[src/rtl/svm_pkg.sv]
// Shared constants, codes and beat types for the saturating voice mixer.
`timescale 1ns / 1ps

package svm_pkg;

	localparam int MAX_VOICES = 16;
	localparam int ADDR_BITS  = 16;
	localparam int VIDX_BITS  = (MAX_VOICES > 1) ? $clog2(MAX_VOICES) : 1;
	localparam int COUNT_BITS = $clog2(MAX_VOICES + 1);
	localparam int ACTIVE_W   = 5;

	localparam logic [1:0] MODE_WRITE = 2'd0;
	localparam logic [1:0] MODE_START = 2'd1;
	localparam logic [1:0] MODE_TICK  = 2'd2;

	localparam logic [1:0] ST_OK   = 2'd0;
	localparam logic [1:0] ST_ZERO = 2'd1;
	localparam logic [1:0] ST_FULL = 2'd2;

	typedef struct packed {
		logic [1:0]         mode;
		logic [15:0]        address;
		logic signed [7:0]  sample_value;
		logic [15:0]        sample_count;
	} item_t;

	typedef struct packed {
		logic signed [7:0]   left_sample;
		logic signed [7:0]   right_sample;
		logic [1:0]          status;
		logic [ACTIVE_W-1:0] active_voices;
	} result_t;

	typedef struct packed {
		logic                  wr_en;
		logic [VIDX_BITS-1:0]  wr_idx;
		logic [ADDR_BITS-1:0]  wr_addr;
		logic [15:0]           wr_left;
		logic                  cnt_en;
		logic [COUNT_BITS-1:0] cnt_val;
	} vt_cmd_t;

endpackage

[src/rtl/svm_if.sv]
// Valid/ready channel interfaces for input items and result beats.
`timescale 1ns / 1ps

interface svm_item_if;
	logic            valid;
	logic            ready;
	svm_pkg::item_t  data;

	modport source (output valid, output data, input ready);
	modport sink (input valid, input data, output ready);
endinterface

interface svm_result_if;
	logic              valid;
	logic              ready;
	svm_pkg::result_t  data;

	modport source (output valid, output data, input ready);
	modport sink (input valid, input data, output ready);
endinterface

[src/rtl/svm_core.sv]
// Item sequencer with the shared saturating adder and the result register.
`timescale 1ns / 1ps

module svm_core (
	input  logic                            clk,
	input  logic                            arst_n,
	svm_item_if.sink                        item,
	svm_result_if.source                    result,
	output logic                            mem_wr_en,
	output logic [svm_pkg::ADDR_BITS-1:0]   mem_wr_addr,
	output logic signed [7:0]               mem_wr_data,
	output logic                            mem_rd_en,
	output logic [svm_pkg::ADDR_BITS-1:0]   mem_rd_addr,
	input  logic signed [7:0]               mem_rd_data,
	output svm_pkg::vt_cmd_t                vt_cmd,
	output logic [svm_pkg::VIDX_BITS-1:0]   vt_rd_idx,
	input  logic [svm_pkg::ADDR_BITS-1:0]   vt_rd_addr,
	input  logic [15:0]                     vt_rd_left,
	input  logic [svm_pkg::COUNT_BITS-1:0]  vt_count
);

	localparam logic [2:0] S_IDLE  = 3'd0;
	localparam logic [2:0] S_WRITE = 3'd1;
	localparam logic [2:0] S_START = 3'd2;
	localparam logic [2:0] S_FETCH = 3'd3;
	localparam logic [2:0] S_MIX   = 3'd4;
	localparam logic [2:0] S_DONE  = 3'd5;

	logic [2:0]                     state_q;
	svm_pkg::item_t                 item_q;
	logic [svm_pkg::COUNT_BITS-1:0] idx_q;
	logic [svm_pkg::COUNT_BITS-1:0] kept_q;
	logic signed [7:0]              acc_q;
	logic [1:0]                     status_q;
	logic                           out_valid_q;
	svm_pkg::result_t               out_data_q;

	logic                           accept;
	logic                           out_free;
	logic signed [8:0]              sum;
	logic signed [7:0]              sat;
	logic [15:0]                    rem;
	logic                           last;
	logic [svm_pkg::COUNT_BITS-1:0] kept_next;

	assign accept   = item.valid && item.ready;
	assign out_free = !out_valid_q || result.ready;

	assign sum = {acc_q[7], acc_q} + {mem_rd_data[7], mem_rd_data};
	assign sat = (sum[8] != sum[7]) ? (sum[8] ? 8'sh80 : 8'sh7f) : sum[7:0];
	assign rem = vt_rd_left - 16'd1;
	assign last = (idx_q + 1'b1) == vt_count;
	assign kept_next = (rem != 16'd0) ? kept_q + 1'b1 : kept_q;

	assign item.ready   = (state_q == S_IDLE);
	assign result.valid = out_valid_q;
	assign result.data  = out_data_q;

	assign vt_rd_idx   = idx_q[svm_pkg::VIDX_BITS-1:0];
	assign mem_wr_en   = (state_q == S_WRITE);
	assign mem_wr_addr = svm_pkg::ADDR_BITS'(item_q.address);
	assign mem_wr_data = item_q.sample_value;
	assign mem_rd_en   = (state_q == S_FETCH);
	assign mem_rd_addr = vt_rd_addr;

	always_comb begin
		vt_cmd = '0;
		case (state_q)
			S_START: begin
				if (item_q.sample_count != 16'd0 &&
				    vt_count < svm_pkg::COUNT_BITS'(svm_pkg::MAX_VOICES)) begin
					vt_cmd.wr_en   = 1'b1;
					vt_cmd.wr_idx  = vt_count[svm_pkg::VIDX_BITS-1:0];
					vt_cmd.wr_addr = svm_pkg::ADDR_BITS'(item_q.address);
					vt_cmd.wr_left = item_q.sample_count;
					vt_cmd.cnt_en  = 1'b1;
					vt_cmd.cnt_val = vt_count + 1'b1;
				end
			end
			S_MIX: begin
				vt_cmd.wr_en   = (rem != 16'd0);
				vt_cmd.wr_idx  = kept_q[svm_pkg::VIDX_BITS-1:0];
				vt_cmd.wr_addr = vt_rd_addr + 1'b1;
				vt_cmd.wr_left = rem;
				vt_cmd.cnt_en  = last;
				vt_cmd.cnt_val = kept_next;
			end
			default: begin
				vt_cmd = '0;
			end
		endcase
	end

	always_ff @(posedge clk) begin
		if (accept) begin
			item_q <= item.data;
		end
	end

	always_ff @(posedge clk or negedge arst_n) begin
		if (!arst_n) begin
			state_q     <= S_IDLE;
			idx_q       <= '0;
			kept_q      <= '0;
			acc_q       <= '0;
			status_q    <= svm_pkg::ST_OK;
			out_valid_q <= 1'b0;
			out_data_q  <= '0;
		end else begin
			if (out_valid_q && result.ready && state_q != S_DONE) begin
				out_valid_q <= 1'b0;
			end
			case (state_q)
				S_IDLE: begin
					if (accept) begin
						idx_q    <= '0;
						kept_q   <= '0;
						acc_q    <= '0;
						status_q <= svm_pkg::ST_OK;
						case (item.data.mode)
							svm_pkg::MODE_WRITE: state_q <= S_WRITE;
							svm_pkg::MODE_START: state_q <= S_START;
							svm_pkg::MODE_TICK:
								state_q <= (vt_count == '0) ? S_DONE : S_FETCH;
							default: state_q <= S_DONE;
						endcase
					end
				end
				S_WRITE: begin
					state_q <= S_DONE;
				end
				S_START: begin
					if (item_q.sample_count == 16'd0) begin
						status_q <= svm_pkg::ST_ZERO;
					end else if (vt_count >= svm_pkg::COUNT_BITS'(svm_pkg::MAX_VOICES)) begin
						status_q <= svm_pkg::ST_FULL;
					end
					state_q <= S_DONE;
				end
				S_FETCH: begin
					state_q <= S_MIX;
				end
				S_MIX: begin
					acc_q  <= sat;
					kept_q <= kept_next;
					idx_q  <= idx_q + 1'b1;
					state_q <= last ? S_DONE : S_FETCH;
				end
				S_DONE: begin
					if (out_free) begin
						out_valid_q                <= 1'b1;
						out_data_q.left_sample     <= acc_q;
						out_data_q.right_sample    <= acc_q;
						out_data_q.status          <= status_q;
						out_data_q.active_voices   <= svm_pkg::ACTIVE_W'(vt_count);
						state_q                    <= S_IDLE;
					end
				end
				default: begin
					state_q <= S_IDLE;
				end
			endcase
		end
	end

endmodule

[src/flat_wrapper.sv]
// flat-port wrapper written by rule: the top's interface ports become plain ports
module svm_core_flat 
  (clk, arst_n, mem_wr_en, mem_wr_addr, mem_wr_data, mem_rd_en, mem_rd_addr, mem_rd_data, vt_cmd, vt_rd_idx, vt_rd_addr, vt_rd_left, vt_count, item_valid, item_data, item_ready, result_valid, result_data, result_ready);
  svm_item_if item_i ();
  svm_result_if result_i ();
  input  logic clk;
  input  logic arst_n;
  output logic mem_wr_en;
  output logic [svm_pkg::ADDR_BITS-1:0] mem_wr_addr;
  output logic signed [7:0] mem_wr_data;
  output logic mem_rd_en;
  output logic [svm_pkg::ADDR_BITS-1:0] mem_rd_addr;
  input  logic signed [7:0] mem_rd_data;
  output svm_pkg::vt_cmd_t vt_cmd;
  output logic [svm_pkg::VIDX_BITS-1:0] vt_rd_idx;
  input  logic [svm_pkg::ADDR_BITS-1:0] vt_rd_addr;
  input  logic [15:0] vt_rd_left;
  input  logic [svm_pkg::COUNT_BITS-1:0] vt_count;
  input wire logic [$bits(item_i.valid)-1:0] item_valid;
  input wire logic [$bits(item_i.data)-1:0] item_data;
  output wire logic [$bits(item_i.ready)-1:0] item_ready;
  output wire logic [$bits(result_i.valid)-1:0] result_valid;
  output wire logic [$bits(result_i.data)-1:0] result_data;
  input wire logic [$bits(result_i.ready)-1:0] result_ready;
  assign item_i.valid = item_valid;
  assign item_i.data = item_data;
  assign item_ready = item_i.ready;
  assign result_valid = result_i.valid;
  assign result_data = result_i.data;
  assign result_i.ready = result_ready;
  svm_core u_core (.clk(clk), .arst_n(arst_n), .item(item_i), .result(result_i), .mem_wr_en(mem_wr_en), .mem_wr_addr(mem_wr_addr), .mem_wr_data(mem_wr_data), .mem_rd_en(mem_rd_en), .mem_rd_addr(mem_rd_addr), .mem_rd_data(mem_rd_data), .vt_cmd(vt_cmd), .vt_rd_idx(vt_rd_idx), .vt_rd_addr(vt_rd_addr), .vt_rd_left(vt_rd_left), .vt_count(vt_count));
endmodule
[config.mk]
export PLATFORM = sky130hd
export DESIGN_NAME = svm_core_flat
export DESIGN_NICKNAME = d
export VERILOG_FILES = /design/src/rtl/svm_pkg.sv /design/src/rtl/svm_if.sv /design/src/rtl/svm_core.sv /design/src/flat_wrapper.sv
export SDC_FILE = /design/constraint.sdc
export NUM_CORES = 1
export LEC_CHECK = 0
export BUFFER_PORTS_ARGS = -buffer_cell sky130_fd_sc_hd__clkbuf_2
export CORE_MARGIN = 8
export CORE_UTILIZATION = 44
export DETAILED_ROUTE_END_ITERATION = 8
export PLACE_DENSITY = 0.78
export SYNTH_ARGS = -nofsm -noshare
export SYNTH_HDL_FRONTEND = slang
export SYNTH_SLANG_ARGS = --single-unit
[constraint.sdc]
create_clock -name clk -period 7.4 [get_ports clk]
set_clock_uncertainty 0.1 [all_clocks]
set_input_delay 0.74 -clock clk [delete_from_list [all_inputs] [get_ports clk]]
set_output_delay 0.74 -clock clk [all_outputs]
set_load 0.01 [all_outputs]
== Word level (Yosys, flattened, before mapping) ==
Cells that the tools add are included.

* Register bits after elaboration: 79
* Output and inout port bits: 114
* Input port bits: 91

* Multiplexer cells: 23
* Eq/ne operators: 13
* Reduce and logical (&&, ||, !) cells: 19
* Add/sub/neg operators: 6
* Order comparisons: 2

{| class="wikitable"
|+ Operator list
! kind !! count
|-
| 43-bit one-hot mux with 2 select lines || 1
|-
| 43-bit two-way mux || 1
|-
| 16-bit nonzero test || 2
|-
| 8-bit two-way mux || 3
|-
| 5-bit one-hot mux with 2 select lines || 2
|-
| 16-bit by 1-bit adder with 16-bit output, second input constant || 1
|-
| 16-bit logical NOT || 1
|-
| 8-bit one-hot mux with 2 select lines || 1
|-
| 16-bit by 1-bit subtractor with 16-bit output, second input constant || 1
|-
| 5-bit by 1-bit adder with 5-bit output, second input constant || 3
|-
| 3-bit one-hot mux with 5 select lines || 1
|-
| 3-bit two-way mux || 4
|-
| 5-bit two-way mux || 2
|-
| 8-bit by 8-bit adder with 9-bit output || 1
|-
| 3-bit one-hot mux with 3 select lines || 1
|-
| 3-bit by 2-bit equality test with 1-bit output, second input constant || 2
|-
| 3-bit equality test, second input constant || 2
|-
| 2-bit two-way mux || 3
|-
| 2-bit AND reduction || 3
|-
| 5-bit equality test || 1
|-
| 5-bit greater-or-equal comparator, second input constant || 1
|-
| 5-bit logical NOT || 1
|-
| 5-bit < comparator, second input constant || 1
|-
| 1-bit logical AND || 4
|-
| other kinds (17) || 20
|}

== Depth between registers and ports, before layout ==
* Depth in word-level cells: 5
* Depth in mapped cells: 11

== Least setup slack after synthesis ==
No wires, ideal clock.

* Path type: input to output
* Start: input port vt_rd_left[1]
* End: output port vt_cmd[3] (netlist bit)
* Data required time: 6.560 ns
* Arrival time: 2.805 ns
* Slack: 3.755 ns
* Path buffers: 3
* Stages on the path: 11
* Cell sequence: clkbuf_1 inv_1 ha_1 clkbuf_1 o21bai_1 a21boi_0 nor3_1 nor4_2 buf_6 mux2_1 nand2_1

{| class="wikitable"
|+ RTL lines
! what !! line !! source
|-
| from (decl) || flat_wrapper.sv:17 || <nowiki>input logic [15:0] vt_rd_left;</nowiki>
|-
| to (decl) || flat_wrapper.sv:14 || <nowiki>output svm_pkg::vt_cmd_t vt_cmd;</nowiki>
|}

==> impl_metrics.ini <==
[status]
status = completed

[setup_path]
reg2reg_to = u_core.acc_q[2]$_DFFE_PN0P_
reg2reg_depth = 8
cp-end-kind = output port
critPathSlowestCell = nor4_2
cp_cell_sequence = clkbuf_2, inv_1, ha_1, o21ai_0, o21ai_0, a31oi_2, nor4_2, nor2_2, a221o_1, clkbuf_2
critPathLaunchType = primary input
r2r_slack_ns = 4.63
regToRegStartpoint = u_core.acc_q[0]$_DFFE_PN0P_
worstPathRequired_ns = 6.56
critPathTopFamily = simple AND/OR/NAND/NOR gates
crit_path_max_fanout = 11
worstPathArrival_ns = 3.45
critical_path_buf_inv_count = 3
setup.worst_path.class = primary input to output port
cpPeakStageDelay_ns = 0.91

[finish]
design_area_mm2 = 0.006141
layout_common_cells = 204 x clkbuf_2, 73 x nand2_1, 55 x o21ai_0
instances_no_fill = 825
syn_to_final_growth_pct = 19.68
final_nets = 785
drive_gt1_share_pct = 35.78
postLayoutCoreUtil_pct = 53.78
antennaDiodeCount = 0
layout_commonest_cell = clkbuf_2

[power_and_ir_drop]
peakVddDrop_mv = 0.1644
p_int_w = 0.001162
netSwitchingPower_w = 0.0007537
comb_power_share_pct = 41.3
sw_frac_of_total_pct = 39.34
p_per_area_mw_per_mm2 = 311.9
p_seq_share_pct = 36.4
clkPwrFrac_pct = 22.4
leakagePower_nw = 2.804

[die]
core_area_mm2 = 0.01142
dieWidth_um = 124.0
row_count = 39
start_util_pct = 44.94
pin_count = 205
die_y_um = 124.0
die-area_mm2 = 0.01537

[logic_synthesis]
synth_top_flop_cell = edfxtp_1
netlist.area_leader.share_pct = 23.41
ys_types = 62
synth_top_cell_by_area = edfxtp_1
yosys_warnings = 0
postSynthAreaPerCell_um2 = 9.573
synth_fp_nets = 643
syn_area_mm2 = 0.005131
synthTopCellsByArea = edfxtp_1 23%, dfrtp_1 19%, buf_4 7.6%
ys_ff_latch = 79
synth_edf_count = 40
ys_seq_area_share_pct = 42.43
syn_inst = 536
async_flop_share_pct = 49.37

[clocking]
ctsHoldBuffers = 0
numCtsBuffers = 9
htree_levels = 3
clkLatencyLatePin_ns = 0.33
cts_num_sinks = 79
clock_path_buffers = 2
postCtsSetupBuffers = 0
cts.clk_slew.worst_paths_ns = 0.05
cts_resized = 0
cts-root-buf = clkbuf_16
cts_tree = yes

[placed_design]
place_hpwl_mm = 12.01
placed_area_mm2 = 0.005863
placed_cells = 810
port_buffers = 204
gp_congestion = 0.8323

[sta]
hold_viol_final = 0
fin_crit_ns = 4.285
post-route-period-util_pct = 57.91
tns_ns = 0
slew_headroom_pct = 31.37
rsz0062_at_grt = no
fmax_ghz = 0.2334
slew_viol_final = 0
tightestPinTransition_ns = 1.021
setup_viol_count_final = 0
whs_ns = 0.3851

[global_routing]
grt_pass1_vias = 4762
grt_overflow = 0
busiest_layer = met2
grtUsageMet3_pct = 7.072
grt_max_degree = 43
antenna_found_initial = 0
grt_pass1_wl_mm = 23.80
gr-usage-all-layers_pct = 19.63
use_met1_pct = 21.66
met2_usage_pct = 34.92

[detailed_routing]
drtIter0Drc = 305
vias = 4577
remaining_drc_errors = 0
vias_per_cell = 5.548
drtAntennaViolNets = 0
post_drt_wl_per_cell_um = 18.46
firstDrtPassIters = 4
wl_mm = 15.23

[worst_hold_path]
hp-class = flop to flop
worstHoldPathCells = 2
holdPathEnd = u_core.result.data[1]$_DFFE_PN0P_
min_from = u_core.result.data[1]$_DFFE_PN0P_

[flow_run]
max_cap_violations = 0
worst reg2reg max path, delay by kind of cell, from the launching register on:
kind	cells	cell delay (ns)
adders and majority gates	2	0.62
AOI/OAI and AO/OA	5	1.36
and+or+nand+nor	1	0.11
DFF	1	0.41
synth_stat cells (all sizes together), types with 4 or more instances:
| master | count |
|---|---|
| nand2 | 73 |
| o21ai | 59 |
| buf | 55 |
| edfxtp | 40 |
| dfrtp | 39 |
| xnor2 | 24 |
| clkbuf | 22 |
| nor2 | 20 |
| inv | 16 |
| xor2 | 16 |
| ha | 15 |
| nand3 | 14 |
| a21oi | 13 |
| mux2 | 13 |
| nor4 | 12 |
| nor3 | 11 |
| a32oi | 8 |
| a22o | 7 |
| a21o | 6 |
| and3 | 6 |
| nand4 | 6 |
| a31oi | 5 |
| nand2b | 4 |
| nor2b | 4 |
worst max path at each step:
stage                              from   endpoint  slack [ns]  cells after the start
after floorplan           vt_rd_left[1]  vt_cmd[3]        3.75                     11
after global placement    vt_rd_left[0]  vt_cmd[3]        3.20                     10
after detailed placement  vt_rd_left[0]  vt_cmd[1]        3.10                     10
after CTS                 vt_rd_left[0]  vt_cmd[1]        3.10                     10
after global routing      vt_rd_left[1]  vt_cmd[1]        2.89                     10
final                     vt_rd_left[1]  vt_cmd[1]        3.11                     10
stage by stage:
step,total power [W],worst slack [ns]
6_report,0.001916,3.115
5_1_grt,0.002047,2.890
4_1_cts,0.001931,3.104
3_5_place_dp,0.001499,3.096
3_3_place_gp,0.001473,3.199
2_1_floorplan,0.001234,3.755
flip-flops by register name (all words and copies together), names as in the netlist:
register / flops
u_core.acc_q: 8
u_core.idx_q: 5
u_core.item_q: 16
u_core.kept_q: 5
u_core.mem_wr_addr: 16
u_core.mem_wr_data: 8
u_core.result.data: 15
u_core.result.valid: 1
u_core.state_q: 3
u_core.status_q: 2
power groups by stage:
stage               clock, W  combinational [W]  sequential (W)
CTS                 0.000434           0.000802        0.000695
detailed placement         0           0.000796        0.000703
finish              0.000428           0.000791        0.000696
global route        0.000455           0.000878        0.000715
floorplan                  0           0.000563        0.000671
global placement           0           0.000779        0.000694
layer usage:
metal / up-vias / wire, um
met4: 0 / 148
met2: 193 / 7744
li1: 2172 / -
met5: - / 0
met1: 2202 / 5890
met3: 10 / 1445
cell type report:
class | instances | area [um^2]
multi-input combinational | 364 | 2396
inverter | 16 | 60.06
clock inverter | 6 | 52.55
clock buffer | 9 | 225.2
fill | 1038 | 5278
tap | 143 | 178.9
sequential | 79 | 2177
timing repair buffer | 208 | 1051
logic make-up after synthesis:
kind of cell,after synthesis,share of synthesized area [%]
simple gates,168,16.44
compound gates,125,15.73
buf+inv,93,11.05
flops,79,42.43
xor+xnor,41,7.266
fa+ha+maj,16,4.048
mux,14,3.048
Note: power is estimated with default switching activity, not from simulation.
