<file path="src/rtl/svm_pkg.sv">
// Shared constants, codes and beat types for the saturating voice mixer.
`timescale 1ns / 1ps

package svm_pkg;

	localparam int MAX_VOICES = 16;
	localparam int ADDR_BITS  = 16;
	localparam int VIDX_BITS  = (MAX_VOICES > 1) ? $clog2(MAX_VOICES) : 1;
	localparam int COUNT_BITS = $clog2(MAX_VOICES + 1);
	localparam int ACTIVE_W   = 5;

	localparam logic [1:0] MODE_WRITE = 2'd0;
	localparam logic [1:0] MODE_START = 2'd1;
	localparam logic [1:0] MODE_TICK  = 2'd2;

	localparam logic [1:0] ST_OK   = 2'd0;
	localparam logic [1:0] ST_ZERO = 2'd1;
	localparam logic [1:0] ST_FULL = 2'd2;

	typedef struct packed {
		logic [1:0]         mode;
		logic [15:0]        address;
		logic signed [7:0]  sample_value;
		logic [15:0]        sample_count;
	} item_t;

	typedef struct packed {
		logic signed [7:0]   left_sample;
		logic signed [7:0]   right_sample;
		logic [1:0]          status;
		logic [ACTIVE_W-1:0] active_voices;
	} result_t;

	typedef struct packed {
		logic                  wr_en;
		logic [VIDX_BITS-1:0]  wr_idx;
		logic [ADDR_BITS-1:0]  wr_addr;
		logic [15:0]           wr_left;
		logic                  cnt_en;
		logic [COUNT_BITS-1:0] cnt_val;
	} vt_cmd_t;

endpackage

</file>
<file path="src/rtl/svm_voice_table.sv">
// Ordered voice list: next address and samples left per voice, plus the fill count.
`timescale 1ns / 1ps

module svm_voice_table (
	input  logic                            clk,
	input  logic                            arst_n,
	input  svm_pkg::vt_cmd_t                cmd,
	input  logic [svm_pkg::VIDX_BITS-1:0]   rd_idx,
	output logic [svm_pkg::ADDR_BITS-1:0]   rd_addr,
	output logic [15:0]                     rd_left,
	output logic [svm_pkg::COUNT_BITS-1:0]  count
);

	logic [svm_pkg::ADDR_BITS-1:0]  addr_q [svm_pkg::MAX_VOICES];
	logic [15:0]                    left_q [svm_pkg::MAX_VOICES];
	logic [svm_pkg::COUNT_BITS-1:0] count_q;

	always_ff @(posedge clk or negedge arst_n) begin
		if (!arst_n) begin
			count_q <= '0;
			for (int i = 0; i < svm_pkg::MAX_VOICES; i++) begin
				addr_q[i] <= '0;
				left_q[i] <= '0;
			end
		end else begin
			if (cmd.wr_en) begin
				addr_q[cmd.wr_idx] <= cmd.wr_addr;
				left_q[cmd.wr_idx] <= cmd.wr_left;
			end
			if (cmd.cnt_en) begin
				count_q <= cmd.cnt_val;
			end
		end
	end

	assign rd_addr = addr_q[rd_idx];
	assign rd_left = left_q[rd_idx];
	assign count   = count_q;

endmodule

</file>
<file path="config.mk">
export PLATFORM = sky130hd
export DESIGN_NAME = svm_voice_table
export DESIGN_NICKNAME = d
export VERILOG_FILES = /design/src/rtl/svm_pkg.sv /design/src/rtl/svm_voice_table.sv
export SDC_FILE = /design/constraint.sdc
export NUM_CORES = 1
export LEC_CHECK = 0
export ABC_AREA = 1
export BUFFER_PORTS_ARGS = -buffer_cell sky130_fd_sc_hd__buf_2
export CAP_MARGIN = 25
export CORE_MARGIN = 2
export CORE_UTILIZATION = 40
export CTS_BUF_LIST = sky130_fd_sc_hd__clkbuf_16
export DETAILED_ROUTE_END_ITERATION = 8
export GPL_ROUTABILITY_DRIVEN = 0
export PLACE_DENSITY_LB_ADDON = 0.2
export SLEW_MARGIN = 15
export SYNTH_ARGS = -nofsm -noshare
export SYNTH_HDL_FRONTEND = slang
export SYNTH_SLANG_ARGS = --single-unit
</file>
<file path="constraint.sdc">
create_clock -name clk -period 1.4 [get_ports clk]
set_clock_uncertainty 0.1 [all_clocks]
set_input_delay 0.14 -clock clk [delete_from_list [all_inputs] [get_ports clk]]
set_output_delay 0.14 -clock clk [all_outputs]
set_load 0.05 [all_outputs]
</file>
======== Word level (Yosys, flattened, before mapping) ========
Index checks and enable logic that the tools add are counted.
Widths: inputs -> output; s select.
operators by class
  muxes and demuxes ....................... 10
  add/subtract/negate cells ............... 0
  div/mod/pow operators ................... 0
  $lt $le $gt $ge ......................... 3
  bitwise logic cells ..................... 2
  equality and inequality tests ........... 0
  multipliers ............................. 0
  reduce and logical (&&, ||, !) cells .... 1
  shift-type cells ........................ 0
operators with widths
  kind                count
  $bwmux 256          2
  $bmux 16 s4         2
  $mux 16             5
  $demux 16 s4        1
  $ge 5x5->1 const B  2
  $not 4->5           2
  $lt 5x1->1 const B  1
  $logic_and 1x1->1   1
storage, ports and cells
  register bits ........................... 517
  output and inout port bits .............. 37
  bits in read-only memories .............. 0
  bits in latches ......................... 0
  word-level logic and storage cells ...... 49
  input bits .............................. 49
  memories kept ........................... 0
  memory bits (writable) .................. 0

======== Logic depth before layout (Yosys ltp) ========
Gate-level depths: netlist (run 1).
  depth in word-level cells ............... 6
  depth in mapped cells ................... 9
  depth with buffers taken out ............ 7

======== Least setup slack after synthesis (run 1) ========
No wires, ideal clock.
  path type ............................... input -> output
  from .................................... input port rd_idx[0] (netlist bit)
  to ...................................... output port rd_addr[8] (netlist bit)
  arrival ................................. 1308 ps
  data required time ...................... 1160 ps
  path buffers ............................ 3
  slack ................................... -148 ps
  stages .................................. 8
  cells stage by stage .................... buf_2 buf_2 clkbuf_1 nand2_1 nand3_1 nand3_1 nand3_1 nand2_1
between the ends
  word-level cells in the longest chain between the ends .. 4
ends and longest elaborated chain
  item                                         RTL line               source
  from (decl)                                  svm_voice_table.sv:8   input logic [svm_pkg::VIDX_BITS-1:0] rd_idx,
  $not 4->5 (not written as such)              svm_voice_table.sv:36  assign rd_addr = addr_q[rd_idx];
  $bmux 16 s4                                  svm_voice_table.sv:36
  $mux 16 (not written as such) (2 in series)  svm_voice_table.sv:36
  to (decl)                                    svm_voice_table.sv:9   output logic [svm_pkg::ADDR_BITS-1:0] rd_addr,
Every way passes these cells. The select of a mux whose other input is x is not followed.

======== Worst setup path after layout (run 1) ========
  from .................................... register addr_q[183] (netlist bit)
  to ...................................... output port rd_addr[7] (netlist bit)
between the ends
  word-level cells in the longest chain between the ends .. 3
ends and longest elaborated chain
  item                                         RTL line               source
  from (decl)                                  svm_voice_table.sv:14  logic [svm_pkg::ADDR_BITS-1:0] addr_q [svm_pkg::MAX_VOICES];
  from (signal, indexed assignment)            svm_voice_table.sv:27  addr_q[cmd.wr_idx] <= cmd.wr_addr;
  $bmux 16 s4                                  svm_voice_table.sv:36
  $mux 16 (not written as such) (2 in series)  svm_voice_table.sv:36
Every way passes these cells. The select of a mux whose other input is x is not followed.

==> results.py, run 1 <==
metrics = {
    "layout": {
        "area_growth_syn_to_layout_pct": 26.3,
        "finish.utilization_pct": 50.9,
        "final_cell_area_um2": 31400,
        "n_fill_cell": 5798,
        "final_layout_size_suffix_gt1_share_pct": 17.5,
        "final_cell_count_no_fill": 4309,
        "num-nets-final": 3469,
    },
    "logic_synthesis": {
        "synth_enable_flop_cells": 0,
        "netlist_area_um2": 24900,
        "netlist.top_cell.by_area": "sky130_fd_sc_hd__dfrtp_1",
        "syn_inst": 3256,
        "synthMostInstantiatedCell": "sky130_fd_sc_hd__nand2_1",
        "sequential_fraction_of_the_synthesis_area_pct": 52.1,
        "ys_seq_elements": 517,
        "synthFlopType": "sky130_fd_sc_hd__dfrtp_1",
        "async_reset_ff_share_pct": 100,
        "yosys_warnings": 0,
        "syn_avg_cell_area_um2": 7.63,
        "syn-num-nets": 3305,
        "yosys.area.top_type_share_pct": 52.1,
        "yosys-top-cells-area": "sky130_fd_sc_hd__dfrtp_1, sky130_fd_sc_hd__nand2_1, sky130_fd_sc_hd__o21ai_0",
        "post_synth_num_cell_types": 24,
        "synth.cells.most_frequent": "sky130_fd_sc_hd__nand2_1, sky130_fd_sc_hd__o21ai_0, sky130_fd_sc_hd__dfrtp_1",
    },
    "outcome": {
        "status": "finished with violations",
        "violated_checks": "negative setup slack",
    },
    "setup_path": {
        "cp_data_arrival_time_ns": 1.68,
        "startpoint": "addr_q[183]",
        "crit_path_end_kind": "primary output",
        "maximum_fanout_count_along_the_critical_path": 2,
        "r2r_slack_ns": 0.29,
        "worst_r2r_endpoint": "count[0]",
        "crit-reg2reg-launch": "count[0]",
        "worst_setup_path_start_kind": "flip-flop",
        "critical_path_type": "flip-flop to primary output",
        "cp_data_required_time_ns": 1.16,
        "timing.reg2reg.worst_path_depth": 3,
    },
    "timing": {
        "setup_viol": 34,
        "timing.final.max_slew_violations": 0,
        "setup_slack_ns": -0.523,
        "final_min_period_over_clock_period_pct": 137,
        "timing_worst_slew_pin_value_ns": 0.452,
        "timing.slew.headroom_pct": 69.8,
        "unrepaired_setup_endpoints_after_global_routing": "true",
        "hold_viol_final": 0,
        "maxClockFrequency_mhz": 520,
        "final.min_clock_period_ns": 1.92,
    },
    "min_path": {
        "sink_of_the_worst_hold_path": "addr_q[216]",
        "min-delay-path-class": "primary input to flip-flop",
        "hold_depth": 4,
        "hold_path_startpoint": "cmd[42]",
    },
    "global_routing": {
        "grt_overflow": 0,
        "track_usage_pct": 24.4,
        "pin_count_of_the_biggest_net_entering_global_routing": 76,
        "antenna_found_initial": 3,
        "first_global_vias": 21300,
        "global_route_wire_length_before_repair_mm": 122,
    },
    "power": {
        "power.share.switching_pct": 30.6,
        "seq_power_share_pct": 44.7,
        "total_switching_power_mw": 13.4,
        "clockPowerShare_pct": 33.1,
        "relative_contribution_of_combinational_cells_to_total_power_pct": 22.2,
        "leakagePower_nw": 15.6,
        "totalPowerFinal_mw": 43.7,
        "p_per_area_nw_per_um2": 1390,
        "power_report.internal_total_mw": 30.3,
        "vdd_ir_drop_max_mv": 0.875,
    },
    "clock_tree": {
        "ctsHtreeMaxLevel": 2,
        "clk_root_buffer_cell": "sky130_fd_sc_hd__clkbuf_16",
        "clock_tree_from_tritoncts": "built",
        "clkSlewWorstSetupHoldPaths_ns": 0.06,
        "worst_skew_pair.late_latency_ns": 0.61,
        "cts.sink_count": 517,
        "clk_path_buf_depth": 3,
        "tritoncts.num_buffers": 58,
    },
    "placed_design": {
        "place.port_buffers": 85,
        "dpl.cell_count": 4129,
        "postPlaceCellArea_um2": 27900,
        "dp_hpwl_mm": 47.2,
        "dpl_worst_slack_ns": -0.316,
    },
    "floorplan": {
        "initial_core_utilization_pct": 40.3,
        "num_rows": 91,
        "core-area_um2": 61600,
        "die_area_um2": 64100,
        "top_level_ports": 86,
        "dieWidth_um": 253,
        "die_height_um": 253,
    },
    "routing": {
        "route.antenna.remaining_nets": 0,
        "remaining_drc_errors": 0,
        "num_vias": 21900,
        "routedWlPerCell_um": 17.8,
        "router_iterations_before_antenna_repair": 6,
        "drt_wl_total_mm": 76.6,
        "routed_via_density": 5.07,
        "drt_iter0_drc": 1929,
    },
    "run": {
        "max_cap_violations": 0,
    },
}
==> layer usage <==
metal / part of all wire, % / GRT usage, % / routed length, µm
met1: 46 / 34.7 / 35000
met2: 46 / 38.7 / 35000
met3: 6.5 / 3.78 / 4960
met4: 2.2 / 6.37 / 1680
met5: 0.016 / 0 / 12
==> flip-flops by register name (all words and copies together), names as in the netlist <==
signal and count:
addr_q 256, count 5, left_q 256
==> worst max path at each step <==
stage,to,slack (ns),cells past startpoint
after floorplan,rd_addr[1],-0.004,9
after detailed placement,rd_addr[10],-0.32,9
after global routing,rd_addr[7],-0.58,6
final,rd_addr[7],-0.52,6
after CTS,rd_addr[7],-0.53,6
after global placement,rd_addr[10],-0.33,9
==> area by class of cell <==
type | count | area (µm²) | area share (%)
antenna | 3 | 7.51 | 0.0239
clock buffer | 61 | 1530 | 4.86
clock inverter | 48 | 279 | 0.889
inverter | 483 | 1820 | 5.80
multi-input combinational | 2054 | 10200 | 32.6
sequential | 517 | 12900 | 41.2
tap | 837 | 1050 | 3.34
timing repair buffer | 306 | 3540 | 11.3
==> kinds of logic after synthesis <==
family	count (synthesis)	synth area share [%]
and+or+nand+nor	1489	25.3
muxes	5	0.227
DFF	517	52.1
AOI/OAI and AO/OA	560	11.3
buffers and inverters	685	11.2
==> placed cells by master, fill, tap and decap left out, types with 40 or more instances in the layout <==
| cell type | n |
|---|---|
| sky130_fd_sc_hd__nand3_2 | 157 |
| sky130_fd_sc_hd__o21ai_0 | 479 |
| sky130_fd_sc_hd__dfrtp_1 | 517 |
| sky130_fd_sc_hd__inv_1 | 468 |
| sky130_fd_sc_hd__buf_2 | 45 |
| sky130_fd_sc_hd__nand2_1 | 1026 |
| sky130_fd_sc_hd__buf_4 | 108 |
| sky130_fd_sc_hd__buf_12 | 86 |
| sky130_fd_sc_hd__nand3_1 | 240 |
| sky130_fd_sc_hd__dlygate4sd3_1 | 40 |
| sky130_fd_sc_hd__o21ai_1 | 71 |
| sky130_fd_sc_hd__clkbuf_16 | 61 |
==> power groups by stage <==
stage	registers (mW)	clock network [mW]	logic [mW]
2_1_floorplan	19.4	0	5.87
3_3_place_gp	19.6	0	8.40
3_5_place_dp	19.7	0	8.64
4_1_cts	19.5	14.8	9.37
5_1_grt	19.9	15.4	11.0
6_report	19.5	14.5	9.69
==> repair_timing <==
action | in CTS | in global routing
buffers inserted | 9 | 19
cloned | 0 | 0
hold buffers | 40 | 0
pin swaps | 45 | 50
resized for setup | 215 | 91
endpoints found under the hold margin | 952 | 0
endpoints found under the setup margin | 37 | 37
==> critical path, stage by stage (launching register included) <==
cell and delay (ns):
sky130_fd_sc_hd__dfrtp_1 0.37, sky130_fd_sc_hd__or2_4 0.23, sky130_fd_sc_hd__nand3_2 0.06, sky130_fd_sc_hd__nand3_2 0.07, sky130_fd_sc_hd__nand3_2 0.10, sky130_fd_sc_hd__nand2_4 0.08
sky130_fd_sc_hd__buf_12 0.15
==> through the flow <==
step / hold WS [ns] / setup TNS, ns
5_1_grt: 0.0629 / -17.69
4_1_cts: 0.0254 / -15.70
3_3_place_gp: -0.0866 / -8.56
2_1_floorplan: -0.256 / -0.0508
6_report: 0.0534 / -14.84
3_5_place_dp: -0.0969 / -12.20
No activity file was read; power rests on OpenSTA's default activity.
==> run 2: changes to the inputs <==
--- a/config.mk
+++ b/config.mk
@@ -13,6 +13,7 @@
 export CTS_BUF_LIST = sky130_fd_sc_hd__clkbuf_16
 export DETAILED_ROUTE_END_ITERATION = 8
 export GPL_ROUTABILITY_DRIVEN = 0
+export HOLD_SLACK_MARGIN = 0.15
 export PLACE_DENSITY_LB_ADDON = 0.2
 export SLEW_MARGIN = 15
 export SYNTH_ARGS = -nofsm -noshare
==> results.py, run 2 (synthesized netlist as in run 1, its figures left out) <==
metrics = {
    "setup_path": {
        "maximum_fanout_count_along_the_critical_path": 2,
        "critPathSlowestCell": "sky130_fd_sc_hd__dfrtp_1",
        "r2r_slack_ns": 0.29,
        "crit_path_end_kind": "primary output",
        "critical_path_type": "flip-flop to primary output",
        "cp_slowest_stage_delay_ns": 0.37,
        "crit-reg2reg-launch": "count[0]",
        "worst_setup_path_start_kind": "flip-flop",
        "cp.buffers_inverters": 1,
        "critical_path.cell_chain": "or2_4 -> nand3_2 -> nand3_2 -> nand3_2 -> nand2_4 -> buf_12",
        "startpoint": "addr_q[183]",
        "cp_data_required_time_ns": 1.16,
        "critPathTopFamily": "simple AND/OR/NAND/NOR gates",
        "cp_data_arrival_time_ns": 1.69,
        "critPathMostFrequentCell": "sky130_fd_sc_hd__nand3_2",
    },
    "placed_design": {
        "dpl_worst_slack_ns": -0.316,
        "postPlaceCellArea_um2": 27900,
        "dp_hpwl_mm": 47.2,
        "place.port_buffers": 85,
        "dpl.cell_count": 4129,
    },
    "clock_tree": {
        "cts.sink_count": 517,
        "clkSlewWorstSetupHoldPaths_ns": 0.06,
        "tritoncts.num_buffers": 58,
        "ctsHtreeMaxLevel": 2,
        "clock_tree_from_tritoncts": "built",
        "clk_path_buf_depth": 3,
        "worst_skew_pair.late_latency_ns": 0.61,
        "clk_root_buffer_cell": "sky130_fd_sc_hd__clkbuf_16",
    },
    "timing": {
        "timing.slew.headroom_pct": 69.1,
        "final.min_clock_period_ns": 1.93,
        "finalSetupTns_ns": -14.89,
        "timing.final.max_slew_violations": 0,
        "timing_worst_slew_pin_value_ns": 0.463,
        "final_min_period_over_clock_period_pct": 138,
        "maxClockFrequency_mhz": 519,
        "fin_worst_hold_slack_ns": 0.198,
        "setup_viol": 34,
        "unrepaired_setup_endpoints_after_global_routing": "true",
        "hold_viol_final": 0,
        "setup_slack_ns": -0.526,
    },
    "layout": {
        "final_cell_area_um2": 31700,
        "finish.utilization_pct": 51.4,
        "area_growth_syn_to_layout_pct": 27.4,
        "final_layout_size_suffix_gt1_share_pct": 17.8,
        "final_cell_count_no_fill": 4322,
        "final_cell_mix": "sky130_fd_sc_hd__nand2_1, sky130_fd_sc_hd__dfrtp_1, sky130_fd_sc_hd__o21ai_0",
        "num-nets-final": 3484,
        "final_common_cell": "sky130_fd_sc_hd__nand2_1",
    },
    "global_routing": {
        "pin_count_of_the_biggest_net_entering_global_routing": 76,
        "grt_overflow": 0,
        "track_usage_pct": 24.3,
        "first_global_vias": 21400,
        "antenna_found_initial": 3,
        "global_route_wire_length_before_repair_mm": 122,
    },
    "floorplan": {
        "die_area_um2": 64100,
        "num_rows": 91,
        "dieWidth_um": 253,
        "core-area_um2": 61600,
        "initial_core_utilization_pct": 40.3,
        "die_height_um": 253,
        "top_level_ports": 86,
    },
    "min_path": {
        "hold_path_startpoint": "cmd[3]",
        "min-delay-path-class": "primary input to flip-flop",
    },
    "routing": {
        "route.antenna.remaining_nets": 0,
        "remaining_drc_errors": 0,
        "num_vias": 22000,
        "routed_via_density": 5.08,
        "routedWlPerCell_um": 18.0,
        "drt_iter0_drc": 1929,
        "router_iterations_before_antenna_repair": 6,
        "drt_wl_total_mm": 78.0,
    },
    "power": {
        "leakagePower_nw": 15.7,
        "totalPowerFinal_mw": 43.8,
        "p_per_area_nw_per_um2": 1380,
        "vdd_ir_drop_max_mv": 0.873,
    },
    "run": {
        "max_cap_violations": 0,
    },
    "outcome": {
        "status": "finished with violations",
        "violated_checks": "negative setup slack",
    },
}
==> run 2: area by class of cell <==
cell class | count | area, µm²
fill | 5768 | 29900
sequential | 517 | 12900
multi-input combinational | 2054 | 10200
timing repair buffer | 321 | 3820
inverter | 483 | 1820
clock buffer | 61 | 1530
tap | 837 | 1050
clock inverter | 48 | 279
antenna | 1 | 2.50
==> run 2: timing repair <==
item	CTS	global route
gates cloned	0	5
setup endpoints to repair	37	358
buffers inserted	9	25
resized for setup	215	109
hold buffers	45	0
pin swaps	45	53
endpoints found under the hold margin	1034	0
==> run 2: metal layers <==
metal  wire length (µm)  GRT usage (%)
met3               4910           3.77
met4               1850           6.27
met2              35500           38.7
met1              35700           34.7
met5                 30              0
==> run 2: worst register-to-register path, stage by stage, from the launching register on <==
cell                      delay [ns]
sky130_fd_sc_hd__dfrtp_1        0.38
sky130_fd_sc_hd__buf_4          0.13
sky130_fd_sc_hd__buf_4          0.12
sky130_fd_sc_hd__mux2_2         0.26
==> run 2: final timing paths <==
| path | end | cells past startpoint |
|---|---|---|
| hold / removal | count[3] | 3 |
| setup / recovery | rd_addr[7] | 6 |
| setup reg to reg | count[0] | 3 |
| min in group asynchronous | addr_q[165] | 3 |
| max in group asynchronous | left_q[225] | 5 |
| hold reg to reg | left_q[125] | 2 |
==> run 2: report_power, final <==
part | internal, mW | switching (mW)
Sequential | 18.2 | 1.39
Combinational | 3.89 | 5.86
Clock | 8.33 | 6.17
